===== src/design/b64sc_pkg.sv =====
// Shared types, constants and alphabet mapping functions for the Base64 stream codec.
// No dependencies; imported by every module of the codec.
`timescale 1ns / 1ps

package b64sc_pkg;

  localparam int unsigned MaxRes = 4;

  typedef enum logic {
    MODE_ENCODE = 1'b0,
    MODE_DECODE = 1'b1
  } mode_t;

  localparam logic [7:0] CHAR_PAD = 8'h3D;

  // Results of one input request, entry 0 first
  typedef struct packed {
    logic [2:0]              cnt;
    logic [MaxRes-1:0][7:0]  data;
    logic [MaxRes-1:0]       dv;
    logic                    last;
  } res_t;

  function automatic logic [7:0] enc_char(input logic [5:0] v);
    logic [7:0] c;
    if (v < 6'd26) begin
      c = 8'h41 + {2'b00, v};
    end else if (v < 6'd52) begin
      c = 8'h61 + {2'b00, v} - 8'd26;
    end else if (v < 6'd62) begin
      c = 8'h30 + {2'b00, v} - 8'd52;
    end else if (v == 6'd62) begin
      c = 8'h2B;
    end else begin
      c = 8'h2F;
    end
    return c;
  endfunction

  // Bit 6 flags an alphabet character, bits 5:0 carry its value
  function automatic logic [6:0] dec_char(input logic [7:0] c);
    logic [6:0] r;
    if (c >= 8'h41 && c <= 8'h5A) begin
      r = {1'b1, 6'(c - 8'h41)};
    end else if (c >= 8'h61 && c <= 8'h7A) begin
      r = {1'b1, 6'(c - 8'h61 + 8'd26)};
    end else if (c >= 8'h30 && c <= 8'h39) begin
      r = {1'b1, 6'(c - 8'h30 + 8'd52)};
    end else if (c == 8'h2B) begin
      r = {1'b1, 6'd62};
    end else if (c == 8'h2F) begin
      r = {1'b1, 6'd63};
    end else begin
      r = 7'd0;
    end
    return r;
  endfunction

endpackage


===== src/design/base64_stream_codec.sv =====
// Top level of the streaming Base64 codec (standard alphabet, '=' padding).
// Depends on b64sc_pkg, b64sc_xlate and b64sc_outbuf.
//
//   channel   handshake                       payload
//   in        in_item_valid / in_stall        in_byte, in_last
//   out       out_item_valid / out_stall      out_byte, out_valid, out_last
//   cfg       cfg_valid / cfg_ready           cfg_mode
//
// One request is translated combinationally into up to four results, which
// leave through the output register one per cycle while the output is not
// stalled. A request is taken once the buffer holds at most one result about
// to move out.
// Reset (synchronous, rst_n low) selects encode mode and clears the stream.
// A stalled output holds its register and, once the buffer fills, in_stall.
`timescale 1ns / 1ps

module base64_stream_codec import b64sc_pkg::*; (
  input  logic       clk,
  input  logic       rst_n,
  input  logic       in_item_valid,
  output logic       in_stall,
  input  logic [7:0] in_byte,
  input  logic       in_last,
  output logic       out_item_valid,
  input  logic       out_stall,
  output logic [7:0] out_byte,
  output logic       out_valid,
  output logic       out_last,
  input  logic       cfg_valid,
  output logic       cfg_ready,
  input  logic       cfg_mode
);

  res_t res;
  logic can_take;
  logic in_fire;
  logic cfg_we;

  assign cfg_ready = 1'b1;
  assign cfg_we    = cfg_valid && cfg_ready;
  assign in_stall  = !can_take;
  assign in_fire   = in_item_valid && can_take;

  b64sc_xlate u_xlate (
    .clk      (clk),
    .rst_n    (rst_n),
    .cfg_we   (cfg_we),
    .cfg_mode (cfg_mode),
    .in_fire  (in_fire),
    .in_byte  (in_byte),
    .in_last  (in_last),
    .res      (res)
  );

  b64sc_outbuf u_outbuf (
    .clk            (clk),
    .rst_n          (rst_n),
    .res            (res),
    .in_fire        (in_fire),
    .can_take       (can_take),
    .out_item_valid (out_item_valid),
    .out_stall      (out_stall),
    .out_byte       (out_byte),
    .out_valid      (out_valid),
    .out_last       (out_last)
  );

endmodule


===== src/design/b64sc_xlate.sv =====
// Stream state and single-pass encode/decode translation of one input request.
// Depends on b64sc_pkg.
`timescale 1ns / 1ps

module b64sc_xlate import b64sc_pkg::*; (
  input  logic       clk,
  input  logic       rst_n,
  input  logic       cfg_we,
  input  logic       cfg_mode,
  input  logic       in_fire,
  input  logic [7:0] in_byte,
  input  logic       in_last,
  output res_t       res
);

  mode_t      mode_r,  mode_nxt;
  logic [11:0] acc_r,  acc_nxt;
  logic [2:0]  held_r, held_nxt;
  logic [1:0]  cmf_r,  cmf_nxt;
  logic        pad_r,  pad_nxt;

  logic [11:0]      t_enc;
  logic [11:0]      t_dec;
  logic [6:0]       dec;
  logic [MaxRes-1:0][5:0] d;
  logic [2:0]       k;
  logic [2:0]       h_enc;
  logic [1:0]       cmf_new;
  logic [1:0]       pad_cnt;

  always_comb begin
    t_enc   = {acc_r[3:0], in_byte};
    dec     = dec_char(in_byte);
    t_dec   = {acc_r[5:0], dec[5:0]};
    d       = '0;
    k       = 3'd1;
    h_enc   = 3'd2;
    res     = '0;
    res.last = in_last;
    mode_nxt = mode_r;
    acc_nxt  = acc_r;
    held_nxt = held_r;
    cmf_nxt  = cmf_r;
    pad_nxt  = pad_r;
    cmf_new  = cmf_r;
    pad_cnt  = 2'd0;

    if (mode_r == MODE_ENCODE) begin
      case (held_r)
        3'd2: begin
          d[0]  = t_enc[9:4];
          h_enc = 3'd4;
        end
        3'd4: begin
          d[0]  = t_enc[11:6];
          d[1]  = t_enc[5:0];
          k     = 3'd2;
          h_enc = 3'd0;
        end
        default: begin
          d[0]  = t_enc[7:2];
          h_enc = 3'd2;
        end
      endcase
      if (in_last) begin
        case (h_enc)
          3'd2: begin
            d[k[1:0]] = {t_enc[1:0], 4'b0000};
            k = k + 3'd1;
          end
          3'd4: begin
            d[k[1:0]] = {t_enc[3:0], 2'b00};
            k = k + 3'd1;
          end
          default: begin
          end
        endcase
      end
      cmf_new = cmf_r + k[1:0];
      if (in_last) begin
        pad_cnt = 2'd0 - cmf_new;
      end
      res.cnt = k + {1'b0, pad_cnt};
      for (int i = 0; i < MaxRes; i++) begin
        res.dv[i]   = 1'b1;
        res.data[i] = (3'(i) < k) ? enc_char(d[i[1:0]]) : CHAR_PAD;
      end
      acc_nxt  = t_enc;
      held_nxt = h_enc;
      cmf_nxt  = cmf_new;
    end else begin
      if (!pad_r) begin
        if (in_byte == CHAR_PAD) begin
          pad_nxt = 1'b1;
        end else if (dec[6]) begin
          acc_nxt = t_dec;
          case (held_r)
            3'd2: begin
              res.cnt     = 3'd1;
              res.data[0] = t_dec[7:0];
              res.dv[0]   = 1'b1;
              held_nxt    = 3'd0;
            end
            3'd4: begin
              res.cnt     = 3'd1;
              res.data[0] = t_dec[9:2];
              res.dv[0]   = 1'b1;
              held_nxt    = 3'd2;
            end
            3'd6: begin
              res.cnt     = 3'd1;
              res.data[0] = t_dec[11:4];
              res.dv[0]   = 1'b1;
              held_nxt    = 3'd4;
            end
            default: begin
              held_nxt = 3'd6;
            end
          endcase
        end
      end
      if (in_last && res.cnt == 3'd0) begin
        res.cnt = 3'd1;
      end
    end

    if (in_last) begin
      acc_nxt  = '0;
      held_nxt = 3'd0;
      cmf_nxt  = 2'd0;
      pad_nxt  = 1'b0;
    end
    if (cfg_we) begin
      mode_nxt = mode_t'(cfg_mode);
      acc_nxt  = '0;
      held_nxt = 3'd0;
      cmf_nxt  = 2'd0;
      pad_nxt  = 1'b0;
    end
  end

  always_ff @(posedge clk) begin
    if (!rst_n) begin
      mode_r <= MODE_ENCODE;
      acc_r  <= '0;
      held_r <= 3'd0;
      cmf_r  <= 2'd0;
      pad_r  <= 1'b0;
    end else if (in_fire || cfg_we) begin
      mode_r <= mode_nxt;
      acc_r  <= acc_nxt;
      held_r <= held_nxt;
      cmf_r  <= cmf_nxt;
      pad_r  <= pad_nxt;
    end
  end

endmodule


===== src/design/b64sc_outbuf.sv =====
// Result buffer for one request's results and the registered output stage.
// Depends on b64sc_pkg.
`timescale 1ns / 1ps

module b64sc_outbuf import b64sc_pkg::*; (
  input  logic       clk,
  input  logic       rst_n,
  input  res_t       res,
  input  logic       in_fire,
  output logic       can_take,
  output logic       out_item_valid,
  input  logic       out_stall,
  output logic [7:0] out_byte,
  output logic       out_valid,
  output logic       out_last
);

  logic [MaxRes-1:0][7:0] data_r, data_nxt;
  logic [MaxRes-1:0]      dv_r,   dv_nxt;
  logic [2:0]             cnt_r,  cnt_nxt;
  logic                   last_r, last_nxt;
  logic                   ov_r;
  logic [7:0]             ob_r;
  logic                   odv_r;
  logic                   ol_r;
  logic                   out_free;
  logic                   pop;

  assign out_free = !ov_r || !out_stall;
  assign pop      = (cnt_r != 3'd0) && out_free;
  assign can_take = (cnt_r == 3'd0) || (cnt_r == 3'd1 && pop);

  always_comb begin
    data_nxt = data_r;
    dv_nxt   = dv_r;
    cnt_nxt  = cnt_r;
    last_nxt = last_r;
    if (pop) begin
      for (int i = 0; i < MaxRes - 1; i++) begin
        data_nxt[i] = data_r[i+1];
        dv_nxt[i]   = dv_r[i+1];
      end
      cnt_nxt = cnt_r - 3'd1;
    end
    if (in_fire) begin
      data_nxt = res.data;
      dv_nxt   = res.dv;
      cnt_nxt  = res.cnt;
      last_nxt = res.last;
    end
  end

  always_ff @(posedge clk) begin
    if (!rst_n) begin
      cnt_r  <= 3'd0;
      last_r <= 1'b0;
      ov_r   <= 1'b0;
    end else begin
      cnt_r  <= cnt_nxt;
      last_r <= last_nxt;
      if (out_free) begin
        ov_r <= pop;
      end
    end
  end

  always_ff @(posedge clk) begin
    data_r <= data_nxt;
    dv_r   <= dv_nxt;
    if (pop) begin
      ob_r  <= data_r[0];
      odv_r <= dv_r[0];
      ol_r  <= last_r && (cnt_r == 3'd1);
    end
  end

  assign out_item_valid = ov_r;
  assign out_byte       = ob_r;
  assign out_valid      = odv_r;
  assign out_last       = ol_r;

endmodule


===== config.mk =====
export PLATFORM = sky130hd
export DESIGN_NAME = base64_stream_codec
export DESIGN_NICKNAME = d
export VERILOG_FILES = /design/src/design/b64sc_pkg.sv /design/src/design/base64_stream_codec.sv /design/src/design/b64sc_xlate.sv /design/src/design/b64sc_outbuf.sv
export SDC_FILE = /design/constraint.sdc
export NUM_CORES = 1
export LEC_CHECK = 0
export BUFFER_PORTS_ARGS = -buffer_cell sky130_fd_sc_hd__buf_4
export CORE_UTILIZATION = 45
export CTS_CLUSTER_SIZE = 14
export DETAILED_ROUTE_END_ITERATION = 8
export HOLD_SLACK_MARGIN = 0.02
export SETUP_SLACK_MARGIN = 0.15
export SYNTH_ARGS = -nofsm -noshare
export SYNTH_HDL_FRONTEND = slang
export SYNTH_SLANG_ARGS = --single-unit

===== constraint.sdc =====
create_clock -name clk -period 7.6 [get_ports clk]
set_input_delay 0.76 -clock clk [delete_from_list [all_inputs] [get_ports clk]]
set_output_delay 0.76 -clock clk [all_outputs]
set_load 0.005 [all_outputs]

== Word level (Yosys, flattened, before mapping) ==
Cells that the tools add are included.

* Register bits: 64
* Latch bits: 0
* RAM bits: 0
* ROM bits: 0
* Bits of input ports: 15
* Output and inout bits: 13
* Word-level logic and storage cells: 208
* Memories: 0

* $add $sub $neg: 30
* Multipliers: 0
* Div/mod/pow operators: 0
* Order comparisons: 24
* Eq/ne operators: 17
* Shift operators: 0
* Muxes and demuxes: 91
* Bitwise logic cells: 1
* Reduce and logical (&&, ||, !) cells: 27

{| class="wikitable"
|+ Operator list
! cell !! count
|-
| $mux W8 || 19
|-
| $mux W24 || 4
|-
| $mux W3 || 26
|-
| $mux W6 || 11
|-
| $add A7 B6 Y8 const A || 8
|-
| $bwmux W24 || 2
|-
| $lt A6 B6 Y1 const B || 8
|-
| $pmux W24 S2 || 1
|-
| $mux W7 || 5
|-
| $sub A8 B5 Y8 const B || 4
|-
| $sub A8 B6 Y8 const B || 4
|-
| $add A6 B6 Y7 const A || 4
|-
| $eq A6 B6 Y1 const B || 4
|-
| $eq A8 B6 Y1 const B || 3
|-
| $lt A6 B5 Y1 const B || 4
|-
| $pmux W8 S3 || 1
|-
| $ge A8 B7 Y1 const B || 2
|-
| $le A8 B7 Y1 const B || 2
|-
| $mux W16 || 1
|-
| $demux W6 S2 || 1
|-
| $mux W2 || 6
|-
| $ne A4 B4 Y1 const B || 3
|-
| $pmux W6 S2 || 1
|-
| $sub A6 B6 Y6 const B || 2
|-
| 32 further kinds || 64
|}

== Depth between registers and ports, before layout ==
Gate-level depths: netlist of run 1.

* Word-level depth: 19
* Gate-level depth with buffers: 17

== Modules after synthesis ==
Synthesis of run 1 repeated with hierarchy kept, for this count alone.

* Cells, all modules: 531
* Area total of the unflattened synthesis: 4977.3 sq um

{| class="wikitable"
|+ Modules (own cells, without submodules)
! module !! instances !! cells an instance !! area an instance (sq um) !! sequential area each (sq um)
|-
| b64sc_xlate || 1 || 418 || 2930.3 || 240.2
|-
| b64sc_outbuf || 1 || 109 || 2025.7 || 1481.4
|-
| base64_stream_codec || 1 || 4 || 21.3 || 0.0
|}

== Worst setup path before layout of run 1 ==
Ideal clock, no wire load.

* Path type: input to register
* Start: in out_stall
* End: reg u_outbuf.data_r[0] (netlist name) (enable)
* Data arrival time: 2.854 ns
* Slack: 4.298 ns
* Cell stages on the path: 2
* Path through: and2_1 o21ai_0

* Longest elaborated chain between the ends: 7

{| class="wikitable"
|+ Ends and longest elaborated chain
! element !! RTL line !! source
|-
| from (decl) || base64_stream_codec.sv:25 || <nowiki>input logic out_stall,</nowiki>
|-
| $logic_not A1 Y1 * || b64sc_outbuf.sv:29 || <nowiki>assign out_free = !ov_r || !out_stall;</nowiki>
|-
| $logic_or A1 B1 Y1 * || b64sc_outbuf.sv:29 ||
|-
| $logic_and A1 B1 Y1 * || b64sc_outbuf.sv:30 || <nowiki>assign pop = (cnt_r != 3'd0) && out_free;</nowiki>
|-
| $logic_and A1 B1 Y1 || b64sc_outbuf.sv:31 || <nowiki>assign can_take = (cnt_r == 3'd0) || (cnt_r == 3'd1 && pop);</nowiki>
|-
| $logic_or A1 B1 Y1 || b64sc_outbuf.sv:31 ||
|-
| $logic_and A1 B1 Y1 || base64_stream_codec.sv:42 || <nowiki>assign in_fire = in_item_valid && can_take;</nowiki>
|-
| $reduce_bool A2 Y1 (no line) * || -- ||
|-
| to (signal assigned) || b64sc_outbuf.sv:68 || <nowiki>data_r <= data_nxt;</nowiki>
|-
| to (decl) || b64sc_outbuf.sv:18 || <nowiki>logic [MaxRes-1:0][7:0] data_r, data_nxt;</nowiki>
|}

Mark *: on every way between the ends. The rest lies on a longest branch, timed or not.
A chain may end at the register's enable or synchronous reset.

==> results.txt, run 1 <==
Status: finished, final reports clean
Deepest clock path buffer count: 2
End of the critical path: u_outbuf.data_r[12]$_DFFE_PP_
Final wirelength: 13300 um
Largest net degree at the start of global routing: 32
Register-to-Register Path Depth: 13
Post-DP HPWL: 9940 um
Async SR Flop Fraction: 0
Final setup viols: 0
Internal reg-to-reg setup slack: 3220 ps
Xor-xnor portion of the synthesized cell area: 0.0341
F_max: 228 MHz
Post-synthesis adder-cell area fraction: 0.114
Worst reg2reg startpoint: u_xlate.held_r[1]$_SDFFE_PN0P_
Placer Congestion: 0.952
Worst Clk Skew: 18.5 ps
Leak: 2.01 nW
Maximum level of the CTS H-tree: 2
Vias: 4454
Post-synthesis mux area share: 0.0231
Post-synthesis sequential area ratio: 0.310
Vias in the first global route: 4122
Root Driver: clkbuf_8
Die width: 106 um
Tcrit/Tclk final: 0.577
Max_cap viols: 0
First-pass GRT wire length: 21800 um
CP max stage delay: 800 ps
RSZ-0062 raised after global routing: no
Critical Path RT: 7660 ps
Hold Vio Cnt, Final: 0
Routed WL per cell: 18.2 um
Setup_tns: 0 ps
Most frequent cells in the layout: nand2_1 (65), nor2_1 (52), ha_1 (43), edfxtp_1 (39), o21ai_0 (34)
Synth area leader: edfxtp_1
Hold Crit Class: flip-flop to flip-flop
Slew Viols, Final: 0
Clk_lat worst skew: 320 ps
Crit Reg-Reg Endpoint: u_outbuf.data_r[12]$_DFFE_PP_
CP startpoint kind: flip-flop
Total CTS buffers: 5
Initial core utilization: 0.468
Worst Path Max Fanout: 27
Clock Sinks: 56
TritonCTS clock tree: done
Setup CP Type: flip-flop to flip-flop
Site row count: 37
Post-Synth Simple-Gate Area: 0.218
ANT cells: 0
Relative slew slack: 0.365
Post-synth EDFFs: 39
Commonest non-fill, non-tap cell in the layout: nand2_1
Top cell type's share of synthesized area: 0.240
Port Buf Inserts: 26
Power per standard cell area: 268 mW/mm2
Main flop type after synthesis: edfxtp_1
Worst path slowest cell: ha_1
Nets: 650
CP arrival: 4440 ps
Area grow syn2layout: 8.16%
Cell Area, Synth: 0.00488 mm2
Post-DRT Antenna Nets: 0
# Post-CTS Setup Buffers: 0
Synth Warn #: 0
Grt total ovfl: 0
CP Launch Point: u_xlate.held_r[1]$_SDFFE_PN0P_
All-Layer GR Usage: 0.245
PnR worst setup slack: 3220 ps
PostCTS Resize Cnt: 0
Residual DRC: 0
Slew @ Worst Pin: 950 ps
Pre-CTS WS: 3340 ps
Drt pass-1 iters: 5
Largest family of logic cells by synthesized area: compound AO/OA/AOI/OAI gates
Final Core Density: 0.506
Hold buffer count at cts: 0
#FFs+latches synth: 56
Number of top-level pins: 28
Critical Path Sink Type: flip-flop
Synth Area per Inst: 8.32 um2
Tmin final: 4380 ps
Layout cell share with drive strength beyond 1: 0.0980
DRT iter0 DRCs: 276
Die Area: 0.0113 mm2
Die extent in y: 106 um
Antenna violations before repair: 0
Synth Area in Compound Gates: 0.242
Synth Instances: 586
Avg Vias per Cell: 6.12
CTS clk-pin slew, worst paths: 110 ps
Syn Nets: 645
Library cells used by synthesis: 70
Worst VDD drop: 308 uV
Final Power: 0.00141 W
Core footprint: 0.0104 mm2
Top post-synthesis cells by area: edfxtp_1 (24%), ha_1 (11%), dfxtp_1 (7.0%)
Crit-path cells: inv_1 -> ha_1 -> clkinv_1 -> a31oi_1 -> o21ai_1 -> ha_1 -> and3_1 -> o21ai_0 -> o21ai_1 -> nor2_1 -> nor2b_1 -> a2111oi_0 -> o41ai_1
-- layout make-up --
class                           count  area, um2
Tap cell                          136        170
Clock buffer                        5       68.8
Multi-Input combinational cell    459       3080
Fill cell                         975       5140
Timing Repair Buffer               30        225
Sequential cell                    56       1510
Clock inverter                      3       68.8
Inverter                           39        146
-- worst max-delay path: cells and delay by family (launching register included) --
family,cells,cell delay [ps]
compound gates,6,1550
fa+ha+maj,2,1100
buf+inv,2,620
simple gates,3,500
flops,1,350
-- per-layer routing --
metal | global-route usage | part of all wire | routed length (um) | vias to the layer above
met1 | 0.329 | 0.44 | 5790 | 2111
li1 | - | - | - | 2157
met5 | 0 | 0 | 0 | -
met4 | 0.0546 | 0.011 | 147 | 0
met2 | 0.420 | 0.49 | 6530 | 175
met3 | 0.0276 | 0.061 | 813 | 11
-- state kept, by name, summed over array words and instances, names as in the netlist, 2 cells and up --
register,flops
u_outbuf.data_r,25
u_outbuf.out_byte,8
u_xlate.acc_r,6
u_outbuf.dv_r,4
u_outbuf.cnt_r,3
u_xlate.cmf_r,2
u_xlate.held_r,2
-- cells in the mapped netlist, types with 8 or more instances --
master    number
a211oi_1       8
a21oi_1       33
a31oi_1        9
and2_1         8
buf_2         11
clkbuf_1      19
dfxtp_1       17
edfxtp_1      39
ha_1          43
inv_1         33
mux2i_1        9
nand2_1       65
nand3_1       21
nor2_1        52
nor2b_1       10
nor3_1        18
nor4_1         8
o21ai_0       35
o31ai_1        8
xnor2_1       15
-- power breakdown --
group | switching (W) | total (W) | internal (W)
registers | 0.0000481 | 0.000573 | 0.000525
clock network | 0.000102 | 0.000235 | 0.000133
logic | 0.000387 | 0.000605 | 0.000218
total | 0.000538 | 0.00141 | 0.000875
-- metrics by stage --
step	std cells	cell area [um2]	hold slack, ps
6_report	728	5280	418
3_5_place_dp	720	5140	407
2_1_floorplan	586	4880	400
3_3_place_gp	720	5140	403
4_1_cts	728	5280	421
5_1_grt	728	5280	434
-- worst min path at each step --
stage / endpoint / startpoint / slack (ps) / depth (start not counted)
2_1_floorplan: u_outbuf.out_byte[0]$_DFFE_PP_ / u_outbuf.data_r[0]$_DFFE_PP_ / 400 / 0
3_3_place_gp: u_outbuf.out_byte[4]$_DFFE_PP_ / u_outbuf.data_r[4]$_DFFE_PP_ / 400 / 0
3_5_place_dp: u_outbuf.out_byte[4]$_DFFE_PP_ / u_outbuf.data_r[4]$_DFFE_PP_ / 410 / 0
4_1_cts: u_outbuf.out_byte[3]$_DFFE_PP_ / u_outbuf.data_r[3]$_DFFE_PP_ / 420 / 0
5_1_grt: u_outbuf.out_byte[3]$_DFFE_PP_ / u_outbuf.data_r[3]$_DFFE_PP_ / 430 / 0
6_report: u_outbuf.out_byte[3]$_DFFE_PP_ / u_outbuf.data_r[3]$_DFFE_PP_ / 420 / 0
-- kinds of logic (layout without fill, tap and decap cells) --
| group | after synthesis | in the layout |
|---|---|---|
| multiplexers | 11 | 11 |
| adder cells (fa/ha/maj) | 44 | 44 |
| AO/OA/AOI/OAI | 169 | 169 |
| flip-flops | 56 | 56 |
| XOR/XNOR | 19 | 19 |
| buffers and inverters | 71 | 77 |
| AND/OR/NAND/NOR | 215 | 215 |
| other | 1 | 1 |
Power figures use the tool's default switching activity.
==> run 2, diff against run 1 <==
==> constraint.sdc (replaced) <==
create_clock -name clk -period 4.1 [get_ports clk]
set_input_delay 0.41 -clock clk [delete_from_list [all_inputs] [get_ports clk]]
set_output_delay 0.41 -clock clk [all_outputs]
set_load 0.005 [all_outputs]
==> results.txt, run 2 (synthesis results as in run 1) <==
Nets: 658 (+1.2%)
Hold buffer count at cts: 0 (unchanged)
Reg with most FFs: u_outbuf.data_r
Die Area: 0.0113 mm2 (unchanged)
Tmin final: 3540 ps (-846 ps)
Commonest non-fill, non-tap cell in the layout: nand2_1
First-pass GRT wire length: 22000 um (+0.63%)
Setup CP Type: flip-flop to flip-flop
Final setup viols: 0 (unchanged)
Drt pass-1 iters: 5 (unchanged)
Max_cap viols: 0 (unchanged)
Vias: 4468 (+0.31%)
Most frequent cells in the layout: nand2_1 (65), nor2_1 (52), ha_1 (42), edfxtp_1 (39), buf_4 (38)
RSZ-0062 raised after global routing: no
Relative slew slack: 0.353 (-0.0120)
Die width: 106 um (unchanged)
Die extent in y: 106 um (unchanged)
Total CTS buffers: 5 (unchanged)
Vias in the first global route: 4154 (+0.78%)
Power per standard cell area: 481 mW/mm2 (+79%)
Root Driver: clkbuf_8
Worst Clk Skew: 8.01 ps (-10.5 ps)
Maximum level of the CTS H-tree: 2 (unchanged)
Avg Vias per Cell: 6.07 (-0.78%)
Post-DRT Antenna Nets: 0 (unchanged)
Number of top-level pins: 28 (unchanged)
Final instance area: 0.00531 mm2 (+0.62%)
Worst VDD drop: 371 uV (+20%)
CP startpoint kind: flip-flop
Final Core Density: 0.510 (+0.00312)
CTS clk-pin slew, worst paths: 100 ps (about the same)
Hold Vio Cnt, Final: 0 (unchanged)
Final wirelength: 13400 um (+1.1%)
Slew @ Worst Pin: 968 ps (+18.0 ps)
F_max: 283 MHz (+24%)
Critical Path RT: 4160 ps (-3500 ps)
Tcrit/Tclk final: 0.863 (+0.286)
Area grow syn2layout: 8.83%
Critical Path Sink Type: flip-flop
Placer Congestion: 0.919 (-3.5%)
Status: finished, final reports clean
Leak: 2.04 nW (+1.3%)
Setup_tns: 0 ps (unchanged)
DRT iter0 DRCs: 331 (+20%)
Grt total ovfl: 0 (unchanged)
Core footprint: 0.0104 mm2 (unchanged)
Initial core utilization: 0.468 (unchanged)
Max reg flops: 25 (unchanged)
Routed WL per cell: 18.2 um (about the same)
Hold Crit Class: input port to flip-flop
Site row count: 37 (unchanged)
Residual DRC: 0 (unchanged)
Hold Slack: 327 ps (-91.0 ps)
Worst Path Max Fanout: 9 (-67%)
Clk_lat worst skew: 310 ps (about the same)
Clock Sinks: 56 (unchanged)
CP arrival: 3590 ps (-850 ps)
Antenna violations before repair: 0 (unchanged)
Layout cell share with drive strength beyond 1: 0.110 (+0.0120)
TritonCTS clock tree: done
Placed instance area: 0.00520 mm2 (+1.2%)
Port Buf Inserts: 26 (unchanged)
Largest net degree at the start of global routing: 32 (unchanged)
ANT cells: 0 (unchanged)
Internal reg-to-reg setup slack: 560 ps (-2650 ps)
All-Layer GR Usage: 0.247 (+0.00181)
Post-DP HPWL: 10100 um (+1.2%)
Slew Viols, Final: 0 (unchanged)
Deepest clock path buffer count: 2 (unchanged)
-- run 2: cell types whose count changed in the layout (fill, tap and decap cells not counted) --
cell / change
inv_6: -1
bufinv_16: -1
ha_1: -1
clkinv_2: +1
ha_2: +1
clkbuf_1: +1
buf_4: +8
-- run 2: cell type report --
type	count	area, um2
well taps	136	170
inverters	39	146
clock buffers	6	72.6
flip-flops and latches	56	1510
repair buffers	38	285
multi-input cells	459	3090
clock inverters	2	35.0
fillers	1025	5110
-- run 2: worst max-delay path: stages, from the launching register on --
cell      delay [ps]
dfxtp_1          360
inv_1             90
ha_1             380
buf_4            260
a22o_1           220
mux2i_1          160
a21oi_1          500
ha_1             280
nand2b_1         150
o21ai_0          190
inv_1             80
a211o_1          300
a32oi_1          200
o21ai_0          100
-- run 2: per-stage QoR --
stage               cells  worst slack (ps)  total power (W)
floorplan             586               954          0.00180
global placement      728               429          0.00220
detailed placement    728               377          0.00221
CTS                   736               351          0.00257
global route          736               167          0.00273
finish                736               564          0.00255
-- run 2: metal layers --
metal	track usage	up-vias	wire (um)
met5	0	-	0
li1	-	2168	-
met4	0.0744	0	335
met3	0.0245	24	686
met1	0.342	2121	6140
met2	0.404	155	6270
-- run 2: power breakdown --
| part | internal (W) | leakage [nW] | switching, W |
|---|---|---|---|
| sequential | 0.000972 | 0.521 | 0.0000804 |
| clock | 0.000182 | 0.0552 | 0.000182 |
| combinational | 0.000413 | 1.46 | 0.000722 |
-- run 2: worst paths after layout --
| path | startpoint | endpoint | cells after the start |
|---|---|---|---|
| max reg2reg | u_xlate.held_r[2]$_SDFFE_PN0P_ | u_outbuf.data_r[4]$_DFFE_PP_ | 13 |
| min | cfg_mode | u_xlate.mode_r$_SDFFE_PN0P_ | 3 |
| min reg2reg | u_outbuf.data_r[0]$_DFFE_PP_ | u_outbuf.out_byte[0]$_DFFE_PP_ | 0 |
| max | u_xlate.held_r[2]$_SDFFE_PN0P_ | u_outbuf.data_r[4]$_DFFE_PP_ | 13 |
-- run 2: repair_timing --
action                                  CTS  global route
resized for setup                         0             1
endpoints found under the setup margin    0             3
setup buffers                             0             0
hold endpoints to repair                  0             0
